<file path="config.mk">
export PLATFORM = sky130hd
export DESIGN_NAME = byte_run_length_decoder_flat
export DESIGN_NICKNAME = d
export VERILOG_FILES = /design/src/rld_pkg.sv /design/src/rld_if.sv /design/src/byte_run_length_decoder.sv /design/src/rld_front.sv /design/src/rld_queue.sv /design/src/rld_back.sv /design/src/flat_wrapper.sv
export SDC_FILE = /design/constraint.sdc
export NUM_CORES = 1
export LEC_CHECK = 0
export BUFFER_PORTS_ARGS = -buffer_cell sky130_fd_sc_hd__buf_2
export CAP_MARGIN = 20
export CORE_UTILIZATION = 63
export DETAILED_ROUTE_END_ITERATION = 6
export PLACE_DENSITY_LB_ADDON = 0.12
export SKIP_CTS_REPAIR_TIMING = 1
export SYNTH_ARGS = -nofsm -noshare
export SYNTH_HDL_FRONTEND = slang
export SYNTH_HIERARCHICAL = 1
export SYNTH_SLANG_ARGS = --single-unit
</file>
<file path="constraint.sdc">
create_clock -name clk -period 10.35 [get_ports clk]
set_input_delay 0.5175 -clock clk [delete_from_list [all_inputs] [get_ports clk]]
set_output_delay 0.5175 -clock clk [all_outputs]
set_load 0.05 [all_outputs]
</file>
<file path="src/rld_pkg.sv">
`timescale 1ns / 1ps
// ----------------------------------------------------------------------------
// Byte run-length decoder package
// Shared constants, byte codes and the command format that is passed from
// the parser to the beat generator.
// ----------------------------------------------------------------------------
package rld_pkg;

    localparam int unsigned HEADER_BYTES = 4;
    localparam int unsigned LANE_BYTES   = 8;
    localparam int unsigned MAX_RESULTS  = 32;
    localparam int unsigned QUEUE_DEPTH  = 2;

    localparam int unsigned Q_PTR_W = (QUEUE_DEPTH > 1) ? $clog2(QUEUE_DEPTH) : 1;
    localparam int unsigned Q_CNT_W = $clog2(QUEUE_DEPTH + 1);

    localparam int unsigned LANE_CLAMP = (LANE_BYTES < 1) ? 1 :
                                         ((LANE_BYTES > 8) ? 8 : LANE_BYTES);

    localparam logic [2:0] HEADER_INIT = 3'(HEADER_BYTES);
    localparam logic [3:0] LANE_EFF    = 4'(LANE_CLAMP);
    localparam logic [3:0] LANE_MAX    = 4'd8;
    localparam logic [8:0] LONG_RUN    = 9'(MAX_RESULTS * LANE_CLAMP);

    localparam logic [7:0] CODE_END     = 8'd0;
    localparam logic [7:0] CODE_LITERAL = 8'd255;

    localparam logic [1:0] KIND_LITERAL = 2'd0;
    localparam logic [1:0] KIND_REPEAT  = 2'd1;
    localparam logic [1:0] KIND_END     = 2'd2;

    typedef struct packed {
        logic [1:0] kind;
        logic [7:0] len;
        logic [7:0] value;
    } cmd_t;

    typedef struct packed {
        logic valid;
        cmd_t cmd;
    } q_push_t;

    typedef struct packed {
        logic full;
        logic empty;
    } q_stat_t;

endpackage

</file>
<file path="src/rld_if.sv">
`timescale 1ns / 1ps
// ----------------------------------------------------------------------------
// Byte run-length decoder channel interfaces
// The compressed byte input channel and the expanded beat output channel.
// ----------------------------------------------------------------------------
interface rld_in_if;
    logic       valid;
    logic       ready;
    logic [7:0] in_byte;

    modport source (output valid, output in_byte, input ready);
    modport sink   (input valid, input in_byte, output ready);
endinterface

interface rld_out_if;
    logic        valid;
    logic        ready;
    logic [63:0] out_data;
    logic [3:0]  out_count;
    logic        beat_last;
    logic        frame_end;

    modport source (output valid, output out_data, output out_count,
                    output beat_last, output frame_end, input ready);
    modport sink   (input valid, input out_data, input out_count,
                    input beat_last, input frame_end, output ready);
endinterface

</file>
<file path="src/byte_run_length_decoder.sv">
`timescale 1ns / 1ps
// ----------------------------------------------------------------------------
// Byte run-length decoder
// Expands a byte-wise run-length coded stream into packed beats of up to
// eight bytes.
//
// The stream channel takes one compressed byte per transaction; the beats
// channel gives one packed beat per transaction, byte zero in the low bits.
// A parser accepts one byte per cycle while the queue is not full and posts a
// command for each byte that produces output; a two-entry command queue feeds
// the beat generator, which emits one beat per cycle through an output register while the receiver is ready.
// Header, code and length bytes produce no beat. A literal byte or an end
// code yields one beat, passed through the command queue and the output register.
// A repeat value yields ceil(count / lane) beats, up to 32, one per cycle while
// the receiver is ready; the parser keeps accepting until the queue fills, so
// input stalls while long repeat runs are emitted or the receiver holds off.
// Reset clears the parser to expect a frame header and empties the queue and
// the output register. When the receiver stalls, the output beat holds, the
// queue fills and the stream channel then deasserts ready.
// ----------------------------------------------------------------------------
module byte_run_length_decoder
(
    input  logic        clk,
    input  logic        rst_n,
    rld_in_if.sink      stream,
    rld_out_if.source   beats
);

    rld_pkg::q_push_t q_push;
    rld_pkg::q_stat_t q_stat;
    rld_pkg::cmd_t    head;
    logic             pop;

    rld_front u_front
    (
        .clk    (clk),
        .rst_n  (rst_n),
        .stream (stream),
        .q_stat (q_stat),
        .q_push (q_push)
    );

    rld_queue u_queue
    (
        .clk    (clk),
        .rst_n  (rst_n),
        .q_push (q_push),
        .pop    (pop),
        .q_stat (q_stat),
        .head   (head)
    );

    rld_back u_back
    (
        .clk    (clk),
        .rst_n  (rst_n),
        .q_stat (q_stat),
        .head   (head),
        .pop    (pop),
        .beats  (beats)
    );

`ifndef NO_ASSERTIONS
    a_end_beat: assert property (@(posedge clk) disable iff (!rst_n)
        beats.valid && beats.frame_end |-> beats.out_count == 4'd0 && beats.beat_last)
        else $error("end beat carries data or is not marked last");

    a_data_beat: assert property (@(posedge clk) disable iff (!rst_n)
        beats.valid && !beats.frame_end |-> beats.out_count != 4'd0 &&
                                            beats.out_count <= 4'd8)
        else $error("data beat has an illegal byte count");

    a_repeat_fill: assert property (@(posedge clk) disable iff (!rst_n)
        beats.valid && beats.out_count > 4'd1 |->
            beats.out_data[15:8] == beats.out_data[7:0])
        else $error("repeat beat lanes differ");

    a_queue_status: assert property (@(posedge clk) disable iff (!rst_n)
        !(q_stat.full && q_stat.empty))
        else $error("command queue reports full and empty together");
`endif

endmodule

</file>
<file path="src/rld_front.sv">
`timescale 1ns / 1ps
// ----------------------------------------------------------------------------
// Byte run-length decoder parser
// Accepts compressed bytes, tracks the frame structure and issues one
// command for every byte that produces output.
// ----------------------------------------------------------------------------
module rld_front
(
    input  logic                clk,
    input  logic                rst_n,
    rld_in_if.sink              stream,
    input  rld_pkg::q_stat_t    q_stat,
    output rld_pkg::q_push_t    q_push
);

    localparam logic [2:0] PH_HEADER   = 3'd0;
    localparam logic [2:0] PH_CODE     = 3'd1;
    localparam logic [2:0] PH_LIT_LEN  = 3'd2;
    localparam logic [2:0] PH_LIT_DATA = 3'd3;
    localparam logic [2:0] PH_REP_VAL  = 3'd4;

    localparam bit HEADER_INIT_NZ = (rld_pkg::HEADER_INIT != 3'd0);
    localparam logic [2:0] PH_START = (HEADER_INIT_NZ) ? PH_HEADER : PH_CODE;

    logic [2:0] phase_reg, phase_next;
    logic [2:0] header_left_reg, header_left_next;
    logic [7:0] bytes_left_reg, bytes_left_next;
    logic [7:0] repeat_len_reg, repeat_len_next;
    logic       accept;
    logic [2:0] header_dec;
    logic [7:0] bytes_dec;

    assign stream.ready = !q_stat.full;
    assign accept       = stream.valid && !q_stat.full;
    assign header_dec   = header_left_reg - 3'd1;
    assign bytes_dec    = bytes_left_reg - 8'd1;

    always_comb
    begin
        phase_next        = phase_reg;
        header_left_next  = header_left_reg;
        bytes_left_next   = bytes_left_reg;
        repeat_len_next   = repeat_len_reg;
        q_push.valid      = 1'b0;
        q_push.cmd.kind   = rld_pkg::KIND_LITERAL;
        q_push.cmd.len    = repeat_len_reg;
        q_push.cmd.value  = stream.in_byte;
        if (accept)
        begin
            case (phase_reg)
                PH_HEADER:
                begin
                    header_left_next = header_dec;
                    if (header_dec == 3'd0)
                    begin
                        phase_next = PH_CODE;
                    end
                end
                PH_CODE:
                begin
                    if (stream.in_byte == rld_pkg::CODE_END)
                    begin
                        q_push.valid     = 1'b1;
                        q_push.cmd.kind  = rld_pkg::KIND_END;
                        phase_next       = PH_START;
                        header_left_next = rld_pkg::HEADER_INIT;
                        bytes_left_next  = 8'd0;
                        repeat_len_next  = 8'd0;
                    end
                    else if (stream.in_byte == rld_pkg::CODE_LITERAL)
                    begin
                        phase_next = PH_LIT_LEN;
                    end
                    else
                    begin
                        repeat_len_next = stream.in_byte;
                        phase_next      = PH_REP_VAL;
                    end
                end
                PH_LIT_LEN:
                begin
                    bytes_left_next = stream.in_byte;
                    phase_next = (stream.in_byte != 8'd0) ? PH_LIT_DATA : PH_CODE;
                end
                PH_LIT_DATA:
                begin
                    q_push.valid    = 1'b1;
                    q_push.cmd.kind = rld_pkg::KIND_LITERAL;
                    bytes_left_next = bytes_dec;
                    if (bytes_dec == 8'd0)
                    begin
                        phase_next = PH_CODE;
                    end
                end
                PH_REP_VAL:
                begin
                    q_push.valid    = 1'b1;
                    q_push.cmd.kind = rld_pkg::KIND_REPEAT;
                    repeat_len_next = 8'd0;
                    phase_next      = PH_CODE;
                end
                default:
                begin
                    phase_next       = PH_START;
                    header_left_next = rld_pkg::HEADER_INIT;
                    bytes_left_next  = 8'd0;
                    repeat_len_next  = 8'd0;
                end
            endcase
        end
    end

    always_ff @(posedge clk or negedge rst_n)
    begin
        if (!rst_n)
        begin
            phase_reg       <= PH_START;
            header_left_reg <= rld_pkg::HEADER_INIT;
            bytes_left_reg  <= 8'd0;
            repeat_len_reg  <= 8'd0;
        end
        else
        begin
            phase_reg       <= phase_next;
            header_left_reg <= header_left_next;
            bytes_left_reg  <= bytes_left_next;
            repeat_len_reg  <= repeat_len_next;
        end
    end

endmodule

</file>
<file path="src/rld_queue.sv">
`timescale 1ns / 1ps
// ----------------------------------------------------------------------------
// Byte run-length decoder command queue
// A short queue that decouples the parser from the beat generator.
// ----------------------------------------------------------------------------
module rld_queue
(
    input  logic                clk,
    input  logic                rst_n,
    input  rld_pkg::q_push_t    q_push,
    input  logic                pop,
    output rld_pkg::q_stat_t    q_stat,
    output rld_pkg::cmd_t       head
);

    localparam logic [rld_pkg::Q_PTR_W-1:0] PTR_LAST = rld_pkg::Q_PTR_W'(rld_pkg::QUEUE_DEPTH - 1);
    localparam logic [rld_pkg::Q_CNT_W-1:0] CNT_FULL = rld_pkg::Q_CNT_W'(rld_pkg::QUEUE_DEPTH);

    rld_pkg::cmd_t mem [rld_pkg::QUEUE_DEPTH];

    logic [rld_pkg::Q_PTR_W-1:0] wr_ptr_reg, wr_ptr_next;
    logic [rld_pkg::Q_PTR_W-1:0] rd_ptr_reg, rd_ptr_next;
    logic [rld_pkg::Q_CNT_W-1:0] count_reg, count_next;
    logic                        do_push;
    logic                        do_pop;

    assign q_stat.full  = (count_reg == CNT_FULL);
    assign q_stat.empty = (count_reg == '0);
    assign do_push      = q_push.valid && !q_stat.full;
    assign do_pop       = pop && !q_stat.empty;
    assign head         = mem[rd_ptr_reg];

    always_comb
    begin
        wr_ptr_next = wr_ptr_reg;
        rd_ptr_next = rd_ptr_reg;
        count_next  = count_reg;
        if (do_push)
        begin
            wr_ptr_next = (wr_ptr_reg == PTR_LAST) ? '0 : wr_ptr_reg + 1'b1;
        end
        if (do_pop)
        begin
            rd_ptr_next = (rd_ptr_reg == PTR_LAST) ? '0 : rd_ptr_reg + 1'b1;
        end
        if (do_push && !do_pop)
        begin
            count_next = count_reg + 1'b1;
        end
        else if (do_pop && !do_push)
        begin
            count_next = count_reg - 1'b1;
        end
    end

    always_ff @(posedge clk)
    begin
        if (do_push)
        begin
            mem[wr_ptr_reg] <= q_push.cmd;
        end
    end

    always_ff @(posedge clk or negedge rst_n)
    begin
        if (!rst_n)
        begin
            wr_ptr_reg <= '0;
            rd_ptr_reg <= '0;
            count_reg  <= '0;
        end
        else
        begin
            wr_ptr_reg <= wr_ptr_next;
            rd_ptr_reg <= rd_ptr_next;
            count_reg  <= count_next;
        end
    end

endmodule

</file>
<file path="src/rld_back.sv">
`timescale 1ns / 1ps
// ----------------------------------------------------------------------------
// Byte run-length decoder beat generator
// Executes queued commands, emitting one output beat per cycle into a
// registered output stage while that stage is free or being taken.
// ----------------------------------------------------------------------------
module rld_back
(
    input  logic                clk,
    input  logic                rst_n,
    input  rld_pkg::q_stat_t    q_stat,
    input  rld_pkg::cmd_t       head,
    output logic                pop,
    rld_out_if.source           beats
);

    logic        busy_reg, busy_next;
    logic [7:0]  left_reg, left_next;
    logic [3:0]  lane_reg, lane_next;
    logic [7:0]  value_reg, value_next;

    logic        out_valid_reg, out_valid_next;
    logic [63:0] out_data_reg, out_data_next;
    logic [3:0]  out_count_reg, out_count_next;
    logic        last_reg, last_next;
    logic        fend_reg, fend_next;

    logic        slot_free;
    logic        emit;
    logic [1:0]  cur_kind;
    logic [7:0]  cur_left;
    logic [3:0]  cur_lane;
    logic [7:0]  cur_value;
    logic [3:0]  cnt;
    logic [7:0]  rem;
    logic [63:0] rep_data;

    assign slot_free = !out_valid_reg || beats.ready;
    assign emit      = slot_free && (busy_reg || !q_stat.empty);
    assign pop       = slot_free && !busy_reg && !q_stat.empty;

    assign cur_kind  = busy_reg ? rld_pkg::KIND_REPEAT : head.kind;
    assign cur_left  = busy_reg ? left_reg : head.len;
    assign cur_value = busy_reg ? value_reg : head.value;
    assign cur_lane  = busy_reg ? lane_reg :
                       (({1'b0, head.len} > rld_pkg::LONG_RUN) ? rld_pkg::LANE_MAX
                                                                : rld_pkg::LANE_EFF);
    assign cnt       = (cur_left < {4'd0, cur_lane}) ? cur_left[3:0] : cur_lane;
    assign rem       = cur_left - {4'd0, cnt};

    always_comb
    begin
        for (int i = 0; i < 8; i++)
        begin
            rep_data[8*i +: 8] = (4'(i) < cnt) ? cur_value : 8'd0;
        end
    end

    always_comb
    begin
        busy_next      = busy_reg;
        left_next      = left_reg;
        lane_next      = lane_reg;
        value_next     = value_reg;
        out_valid_next = out_valid_reg && !beats.ready;
        out_data_next  = out_data_reg;
        out_count_next = out_count_reg;
        last_next      = last_reg;
        fend_next      = fend_reg;
        if (emit)
        begin
            out_valid_next = 1'b1;
            case (cur_kind)
                rld_pkg::KIND_LITERAL:
                begin
                    out_data_next  = {56'd0, cur_value};
                    out_count_next = 4'd1;
                    last_next      = 1'b1;
                    fend_next      = 1'b0;
                end
                rld_pkg::KIND_REPEAT:
                begin
                    out_data_next  = rep_data;
                    out_count_next = cnt;
                    last_next      = (rem == 8'd0);
                    fend_next      = 1'b0;
                    busy_next      = (rem != 8'd0);
                    left_next      = rem;
                    lane_next      = cur_lane;
                    value_next     = cur_value;
                end
                default:
                begin
                    out_data_next  = 64'd0;
                    out_count_next = 4'd0;
                    last_next      = 1'b1;
                    fend_next      = 1'b1;
                end
            endcase
        end
    end

    always_ff @(posedge clk or negedge rst_n)
    begin
        if (!rst_n)
        begin
            busy_reg      <= 1'b0;
            out_valid_reg <= 1'b0;
        end
        else
        begin
            busy_reg      <= busy_next;
            out_valid_reg <= out_valid_next;
        end
    end

    always_ff @(posedge clk)
    begin
        left_reg      <= left_next;
        lane_reg      <= lane_next;
        value_reg     <= value_next;
        out_data_reg  <= out_data_next;
        out_count_reg <= out_count_next;
        last_reg      <= last_next;
        fend_reg      <= fend_next;
    end

    assign beats.valid     = out_valid_reg;
    assign beats.out_data  = out_data_reg;
    assign beats.out_count = out_count_reg;
    assign beats.beat_last = last_reg;
    assign beats.frame_end = fend_reg;

endmodule

</file>
<file path="src/flat_wrapper.sv">
// flat-port wrapper written by rule: the top's interface ports become plain ports
module byte_run_length_decoder_flat 
  (clk, rst_n, stream_valid, stream_in_byte, stream_ready, beats_valid, beats_out_data, beats_out_count, beats_beat_last, beats_frame_end, beats_ready);
  rld_in_if stream_i ();
  rld_out_if beats_i ();
  input  logic clk;
  input  logic rst_n;
  input wire logic [$bits(stream_i.valid)-1:0] stream_valid;
  input wire logic [$bits(stream_i.in_byte)-1:0] stream_in_byte;
  output wire logic [$bits(stream_i.ready)-1:0] stream_ready;
  output wire logic [$bits(beats_i.valid)-1:0] beats_valid;
  output wire logic [$bits(beats_i.out_data)-1:0] beats_out_data;
  output wire logic [$bits(beats_i.out_count)-1:0] beats_out_count;
  output wire logic [$bits(beats_i.beat_last)-1:0] beats_beat_last;
  output wire logic [$bits(beats_i.frame_end)-1:0] beats_frame_end;
  input wire logic [$bits(beats_i.ready)-1:0] beats_ready;
  assign stream_i.valid = stream_valid;
  assign stream_i.in_byte = stream_in_byte;
  assign stream_ready = stream_i.ready;
  assign beats_valid = beats_i.valid;
  assign beats_out_data = beats_i.out_data;
  assign beats_out_count = beats_i.out_count;
  assign beats_beat_last = beats_i.beat_last;
  assign beats_frame_end = beats_i.frame_end;
  assign beats_i.ready = beats_ready;
  byte_run_length_decoder u_core (.clk(clk), .rst_n(rst_n), .stream(stream_i), .beats(beats_i));
endmodule
</file>
==> results of run 1 <==
[cell type report]
class                      count  area share
timing repair buffer          88      0.0549
clock inverter                11      0.0164
sequential                   154       0.544
tap                          140      0.0212
clock buffer                  21      0.0570
multi-input combinational    327       0.289
inverter                      40      0.0182
[cell usage after synthesis, types with 8 or more instances]
| cell | n |
|---|---|
| sky130_fd_sc_hd__edfxtp_1 | 126 |
| sky130_fd_sc_hd__nor2_1 | 70 |
| sky130_fd_sc_hd__inv_1 | 40 |
| sky130_fd_sc_hd__dfrtp_1 | 27 |
| sky130_fd_sc_hd__a21oi_1 | 19 |
| sky130_fd_sc_hd__mux2i_1 | 17 |
| sky130_fd_sc_hd__a22o_1 | 15 |
| sky130_fd_sc_hd__nand2_1 | 13 |
| sky130_fd_sc_hd__mux2_2 | 12 |
| sky130_fd_sc_hd__nor3_1 | 12 |
| sky130_fd_sc_hd__nand3_1 | 11 |
| sky130_fd_sc_hd__o21ai_0 | 11 |
| sky130_fd_sc_hd__buf_2 | 10 |
| sky130_fd_sc_hd__buf_4 | 10 |
| sky130_fd_sc_hd__ha_1 | 9 |
| sky130_fd_sc_hd__mux2_4 | 9 |
| sky130_fd_sc_hd__nand2b_1 | 9 |
| sky130_fd_sc_hd__nor2b_1 | 8 |
| sky130_fd_sc_hd__nor3_2 | 8 |
[kinds of logic after synthesis]
logic type	Yosys count	synth area share
simple gates	171	0.131
flops	154	0.622
compound gates	94	0.0985
buf+inv	70	0.0498
mux	40	0.0673
xor+xnor	13	0.0158
fa+ha+maj	9	0.0156
[per-layer routing]
layer / up-vias / wire, um / track usage
met3: 27 / 1110 / 0.0663
met4: 0 / 307 / 0.129
met1: 2289 / 6140 / 0.350
met2: 209 / 7840 / 0.456
met5: - / 0 / 0
li1: 2189 / - / -
[per-stage QoR]
step / utilization / std cells / hold slack [ns] / setup slack [ns] / instance area (um^2)
finish: 0.751 / 781 / 0.123 / 5.47 / 8250
global route: 0.751 / 781 / 0.170 / 5.04 / 8250
global placement: 0.696 / 749 / 0.457 / 5.60 / 7650
detailed placement: 0.696 / 749 / 0.469 / 5.52 / 7650
floorplan: - / 551 / 0.222 / 4.52 / 7220
CTS: 0.751 / 781 / 0.131 / 5.45 / 8250
[worst paths after layout]
check / slack, ns / depth (start not counted) / from / end
setup / recovery: 5.47 / 16 / u_core/u_queue/rd_ptr_reg / u_core/u_back/busy_reg
hold / removal: 0.12 / 1 / rst_n / u_core/u_front/bytes_left_reg[4]
setup reg to reg: 5.47 / 16 / u_core/u_queue/rd_ptr_reg / u_core/u_back/busy_reg
hold reg to reg: 0.49 / 0 / u_core/u_front/repeat_len_reg[6] / u_core/u_queue/mem[0][14]
max in group asynchronous: 9.78 / 1 / rst_n / u_core/u_back/beats.valid
min in group clk: 0.39 / 1 / stream_in_byte[3] / u_core/u_queue/mem[1][3]
[critical path: cells and delay by family, from the launching register on]
kind            cells  cell delay [ns]
compound gates      7             1.50
mux                 3             1.04
flops               1             0.94
fa+ha+maj           3             0.85
simple gates        1             0.22
buf+inv             2             0.20
==> results summary, run 1 <==
Across the whole layout, storage elements account for 4490 um^2. The total global routing overflow is 0. The die width came out at 109 um. The initial cell density of the core is 0.657. The number of enable flip-flop cells after synthesis came out at 126.

The area enclosed by the die boundary came out at 11900 um^2. The routed wire length is 15400 um. The synthesized design contains 154 register bits. The dominant register cell in the synthesized netlist is sky130_fd_sc_hd__edfxtp_1. The largest net degree at the start of global routing is 72. The wire length of the first global-routing pass came out at 24000 um. The flip-flop count of the largest register after layout came out at 64. STA classifies the critical path startpoint as a flip-flop. The number of failing setup endpoints in the final timing report is 0.

Derived from the worst setup path, the maximum achievable clock frequency is 0.205 GHz. In this run, the number of DRC markers left after iteration 0 of detailed routing was 455. The number of nets with antenna violations after detailed routing is 0. The final estimated routing congestion in global placement is 0.886. Data on the critical path is required at its endpoint by 10.65 ns. The initial antenna violation count is 0.

The post-synthesis to final-layout area growth is 14.4%. The core area is 11000 um^2. The number of top-level pins is 84. On the critical path, the stage with the largest delay is an instance of sky130_fd_sc_hd__dfrtp_1. The mapped netlist covers 7220 um^2. The maximum net fanout on the critical path is 19.

The clock latency at the later pin of the worst-skew pair came out at 0.43 ns. Ranked by total cell area, the synthesized netlist is headed by sky130_fd_sc_hd__edfxtp_1, sky130_fd_sc_hd__dfrtp_1, sky130_fd_sc_hd__nor2_1. The final count of pins violating max slew is 0. In the routed design, unresolved DRC markers number 0. The net count of the finished layout came out at 649. Dividing the detail-routed wire length by the instance count gives 19.7 um. The fraction of post-synthesis cell area in the top cell type by area came out at 0.524.

Counting the fill cells in the layout gives 674. The total iterations of the first detailed-routing run is 5. The number of nets in the synthesized netlist is 572. The tree is rooted in a sky130_fd_sc_hd__clkbuf_16.

The final period utilization is 0.472. The die is 109 um tall. The mean cell area of the mapped netlist is 13.1 um^2. The worst path in the final design needs a cycle of 4.88 ns, including I/O delays and setup.

The cell taking the most area after synthesis is sky130_fd_sc_hd__edfxtp_1. The total number of clock tree sinks is 154. The floorplan has 38 rows. The async set-reset flop share out of synthesis came out at 0.182. Detailed placement ended at an HPWL of 10500 um. After clock tree synthesis, the clock-pin slew on the worst setup and hold paths is 0.06 ns. The count of maximum capacitance violations is 0.

The number of cells produced by synthesis came out at 551. The sequential area share after synthesis came out at 0.622. The hold violation total from the final report came out at 0. The data arrival time at the worst-slack endpoint came out at 5.18 ns. At the pin with the least slew margin, the transition time is 1.09 ns. The number of CTS-inserted buffers is 17. Dividing the detail-routed via count by the number of cells gives 6.04.

The distinct cell type count of the synthesized netlist came out at 72. The area occupied by multi-input gates is 2380 um^2. The CTS tree is built. The biggest cell delay along the critical path came out at 0.94 ns. The via count of the first global-routing pass came out at 4647.

The critical path in this run is classified as reg2reg. The global routing usage summed across all routing layers is 0.278. The signal on the critical path passes through mux2_2 -> mux2i_1 -> inv_1 -> ha_1 -> o21ai_0 -> a31oi_1 -> a211o_4 -> mux2i_4 -> ha_1 -> inv_1 -> ha_1 -> o311ai_0 -> o21ai_0 -> a31oi_1 -> and4bb_1 -> a31oi_1. The worst clock skew is 0.00642 ns. The fraction of final layout cells sized beyond drive strength 1 came out at 0.262. Setup repair after global routing left no endpoint under its margin. The path class of the tightest hold or removal check is in2async. The via total after detailed routing came out at 4714.

The run finished with clean final reports. The relative max-transition margin is 0.255. During synthesis, Yosys emitted a total of 6 warnings. In this run the tool buffered the top-level ports with 83 buffer cells. Leaving out fill and tap cells, the most frequent cell in the layout is sky130_fd_sc_hd__edfxtp_1. In this run the deepest clock path goes through 2 buffers. The repair_antennas step left the layout with diodes totalling 0.

The total number of H-tree levels came out at 4. The library cells used most frequently in the layout, excluding fill and tap cells, are sky130_fd_sc_hd__edfxtp_1, sky130_fd_sc_hd__buf_2, sky130_fd_sc_hd__nor2_1, sky130_fd_sc_hd__inv_1, sky130_fd_sc_hd__dfrtp_1. The worst setup path is captured at a flip-flop. In the final timing run, aggregate negative setup slack is 0 ns.
Power of run 1 is not shown: default switching activity piles up to over one toggle a cycle in this logic, so the estimate is an artifact.
==> run 2: changes to the inputs <==
--- a/config.mk
+++ b/config.mk
@@ -7,7 +7,7 @@
 export LEC_CHECK = 0
 export BUFFER_PORTS_ARGS = -buffer_cell sky130_fd_sc_hd__buf_2
 export CAP_MARGIN = 20
-export CORE_UTILIZATION = 63
+export CORE_UTILIZATION = 53
 export DETAILED_ROUTE_END_ITERATION = 6
 export PLACE_DENSITY_LB_ADDON = 0.12
 export SKIP_CTS_REPAIR_TIMING = 1
==> constraint.sdc (replaced) <==
create_clock -name clk -period 4.4 [get_ports clk]
set_input_delay 0.22 -clock clk [delete_from_list [all_inputs] [get_ports clk]]
set_output_delay 0.22 -clock clk [all_outputs]
set_load 0.05 [all_outputs]
==> results summary, run 2 (synthesis results as in run 1) <==
The flow ran to the end, and the final reports show no timing, DRC or antenna violations. The maximum net fanout on the critical path is 5 (-14). The total number of clock tree sinks is 154 (unchanged). The count of placed standard cells in the final layout, fillers left out is 825 (+5.6%). The CTS tree is built. In this run the most critical hold path is launched from stream_in_byte[3]. The relative max-transition margin came out at 0.351 (+0.0956). The clock latency at the later pin of the worst-skew pair came to 0.42 ns (about the same). The number of top-level pins came out at 84 (unchanged). The kind of path behind the tightest hold check is in2reg. The post-placement cell count came out at 792 (+5.7%). The post-DP HPWL is 10800 um (+2.5%). The critical path ends at u_core/u_back/busy_reg. Compared with the post-synthesis result, the final layout area differs by 15.0%. The global routing usage summed across all routing layers came out at 0.229 (-0.0497). The fraction of met1 tracks used by global routing was 0.307 (-0.0429). The number of CTS-inserted buffers came out at 17 (unchanged). The detail-routed via count per cell was 5.71 (-5.4%).

The wire length of the first global-routing pass is 24300 um (+1.4%). The area enclosed by the die boundary came out at 14100 um^2 (+19%). The critical path starts at u_core/u_queue/rd_ptr_reg. The clock period minus worst slack is 4.16 ns (-0.727 ns). The total number of H-tree levels came to 4 (unchanged). The via total after detailed routing was 4711 (-0.064%).

The maximum clock insertion buffer count is 2 (unchanged). The count of standard-cell rows is 42 (+11%). The total global routing overflow is 0 (unchanged). Setup repair after global routing left no endpoint under its margin. In the layout the commonest cells are sky130_fd_sc_hd__edfxtp_1, sky130_fd_sc_hd__buf_2, sky130_fd_sc_hd__nor2_1, sky130_fd_sc_hd__inv_1, sky130_fd_sc_hd__dfrtp_1. The worst register-to-register path begins at u_core/u_queue/rd_ptr_reg.

The sort of element at the start of the critical path is a flip-flop. The flip-flop count of the largest register after layout is 64 (unchanged). The largest net degree at the start of global routing came to 71 (-1.4%). Leaving out fill and tap cells, the most frequent cell in the layout is sky130_fd_sc_hd__edfxtp_1. The critical path's top delay family is compound AO/OA/AOI/OAI gates. The fraction of final layout cells sized beyond drive strength 1 came out at 0.271 (+0.00910). The tree is rooted in a sky130_fd_sc_hd__clkbuf_16.

The final estimated routing congestion in global placement was 0.924 (+4.2%). The count of unresolved DRC violations after routing is 0 (unchanged). The number of nets with antenna violations after detailed routing came out at 0 (unchanged). The routing layer with the top usage in global route is met2. The data required time of the worst path came out at 4.69 ns (-5.96 ns).

By startpoint and endpoint, the worst setup path is classified as reg2reg. The die width came out at 119 um (+8.9%). The biggest cell delay along the critical path is 0.40 ns (-0.54 ns). The antenna cell count came out at 0 (unchanged). The wire length per cell was 18.6 um (-5.7%). The sum of negative setup slack came to 0 ns (unchanged). The via count of the first global-routing pass came out at 4587 (-1.3%).

The global-route track usage on met2 is 0.358 (-0.0986). The clock-pin slew reported for the worst setup and hold paths after clock tree synthesis is 0.06 ns (about the same). The worst path setup slack after routing is 0.243 ns (-5.22 ns). The worst hold-check slack is 0.110 ns (-0.0122 ns). The buffers plus inverters on the worst setup path was 1 (-1). The worst slack at placement is 0.230 ns (-5.29 ns). The number of input and output port buffers inserted is 83 (unchanged). The path depth of the worst reg2reg path came out at 15 (-1). The achievable clock frequency is 0.241 GHz (+17%). The worst register-to-register path ends at u_core/u_back/busy_reg. The hold violation total from the final report came out at 0 (unchanged). The core area came out at 13200 um^2 (+21%). The initial cell density of the core is 0.545 (-0.112). The critical path goes through mux2_4 -> mux2_2 -> ha_1 -> a211o_1 -> o21a_1 -> a211o_4 -> mux2i_4 -> ha_2 -> inv_1 -> ha_1 -> o311ai_0 -> o21ai_0 -> a31oi_1 -> and4bb_1 -> a31oi_1. The measured slew at the worst slew-check pin is 0.973 ns (-0.113 ns).

The minimum setup slack among reg-to-reg paths is 0.24 ns (-5.22 ns). The final count of pins violating max slew is 0 (unchanged). The initial antenna violation count came to 0 (unchanged). The net count of the finished layout came to 657 (+1.2%).

The count of maximum capacitance violations came out at 0 (unchanged). The routed wire length is 15300 um (-0.40%). The number of failing setup endpoints in the final timing report came out at 0 (unchanged). The data arrival time at the worst-slack endpoint was 4.44 ns (-0.74 ns).

STA classifies the critical path endpoint as a flip-flop. The final period utilization came to 0.945 (+0.473). The total iterations of the first detailed-routing run came to 5 (unchanged). The met3 usage is 0.0560 (-0.0104). The standard cell with the maximum stage delay on the critical path is sky130_fd_sc_hd__dfrtp_1. The detailed router's first-iteration violation count is 392 (-14%). The path length in cells of the critical path came to 15 (-1). The worst clock skew came out at 0.00691 ns (+0.000492 ns). The die outline height was 119 um (+8.9%).
==> run 2: cell types whose count changed in the layout (fill, tap and decap cells not counted), moves of 2 or more <==
| cell | delta |
|---|---|
| sky130_fd_sc_hd__clkbuf_8 | -3 |
| sky130_fd_sc_hd__inv_6 | +3 |
| sky130_fd_sc_hd__bufinv_16 | -2 |
| sky130_fd_sc_hd__buf_4 | +7 |
| sky130_fd_sc_hd__clkinv_1 | +2 |
==> run 2: worst min-delay path by stage <==
stage,slack [ns],depth (start not counted),to
finish,0.11,1,u_core/u_queue/mem[0][3]
floorplan,-0.08,0,u_core/u_back/beats.valid
global route,0.10,1,u_core/u_queue/mem[0][3]
detailed placement,0.32,1,u_core/u_front/bytes_left_reg[0]
CTS,-0.14,1,u_core/u_front/bytes_left_reg[1]
global placement,0.32,1,u_core/u_front/bytes_left_reg[0]
==> run 2: cell type report <==
| type | count | area (um^2) |
|---|---|---|
| Tap cell | 176 | 220 |
| Fill cell | 1052 | 4940 |
| Sequential cell | 154 | 4490 |
| Clock buffer | 17 | 425 |
| Clock inverter | 15 | 114 |
| Timing Repair Buffer | 96 | 515 |
| Multi-Input combinational cell | 327 | 2390 |
| Inverter | 40 | 150 |
==> run 2: stage by stage <==
| stage | utilization | instance area (um^2) |
|---|---|---|
| floorplan | - | 7220 |
| global placement | 0.585 | 7750 |
| detailed placement | 0.585 | 7750 |
| CTS | 0.626 | 8290 |
| global route | 0.627 | 8300 |
| finish | 0.627 | 8300 |
==> run 2: routing by layer <==
layer / vias to the layer above / routed length (um)
li1: 2205 / -
met1: 2335 / 6910
met2: 145 / 7280
met3: 26 / 823
met4: 0 / 312
met5: - / 0
Power of run 2 is left out for the same reason.
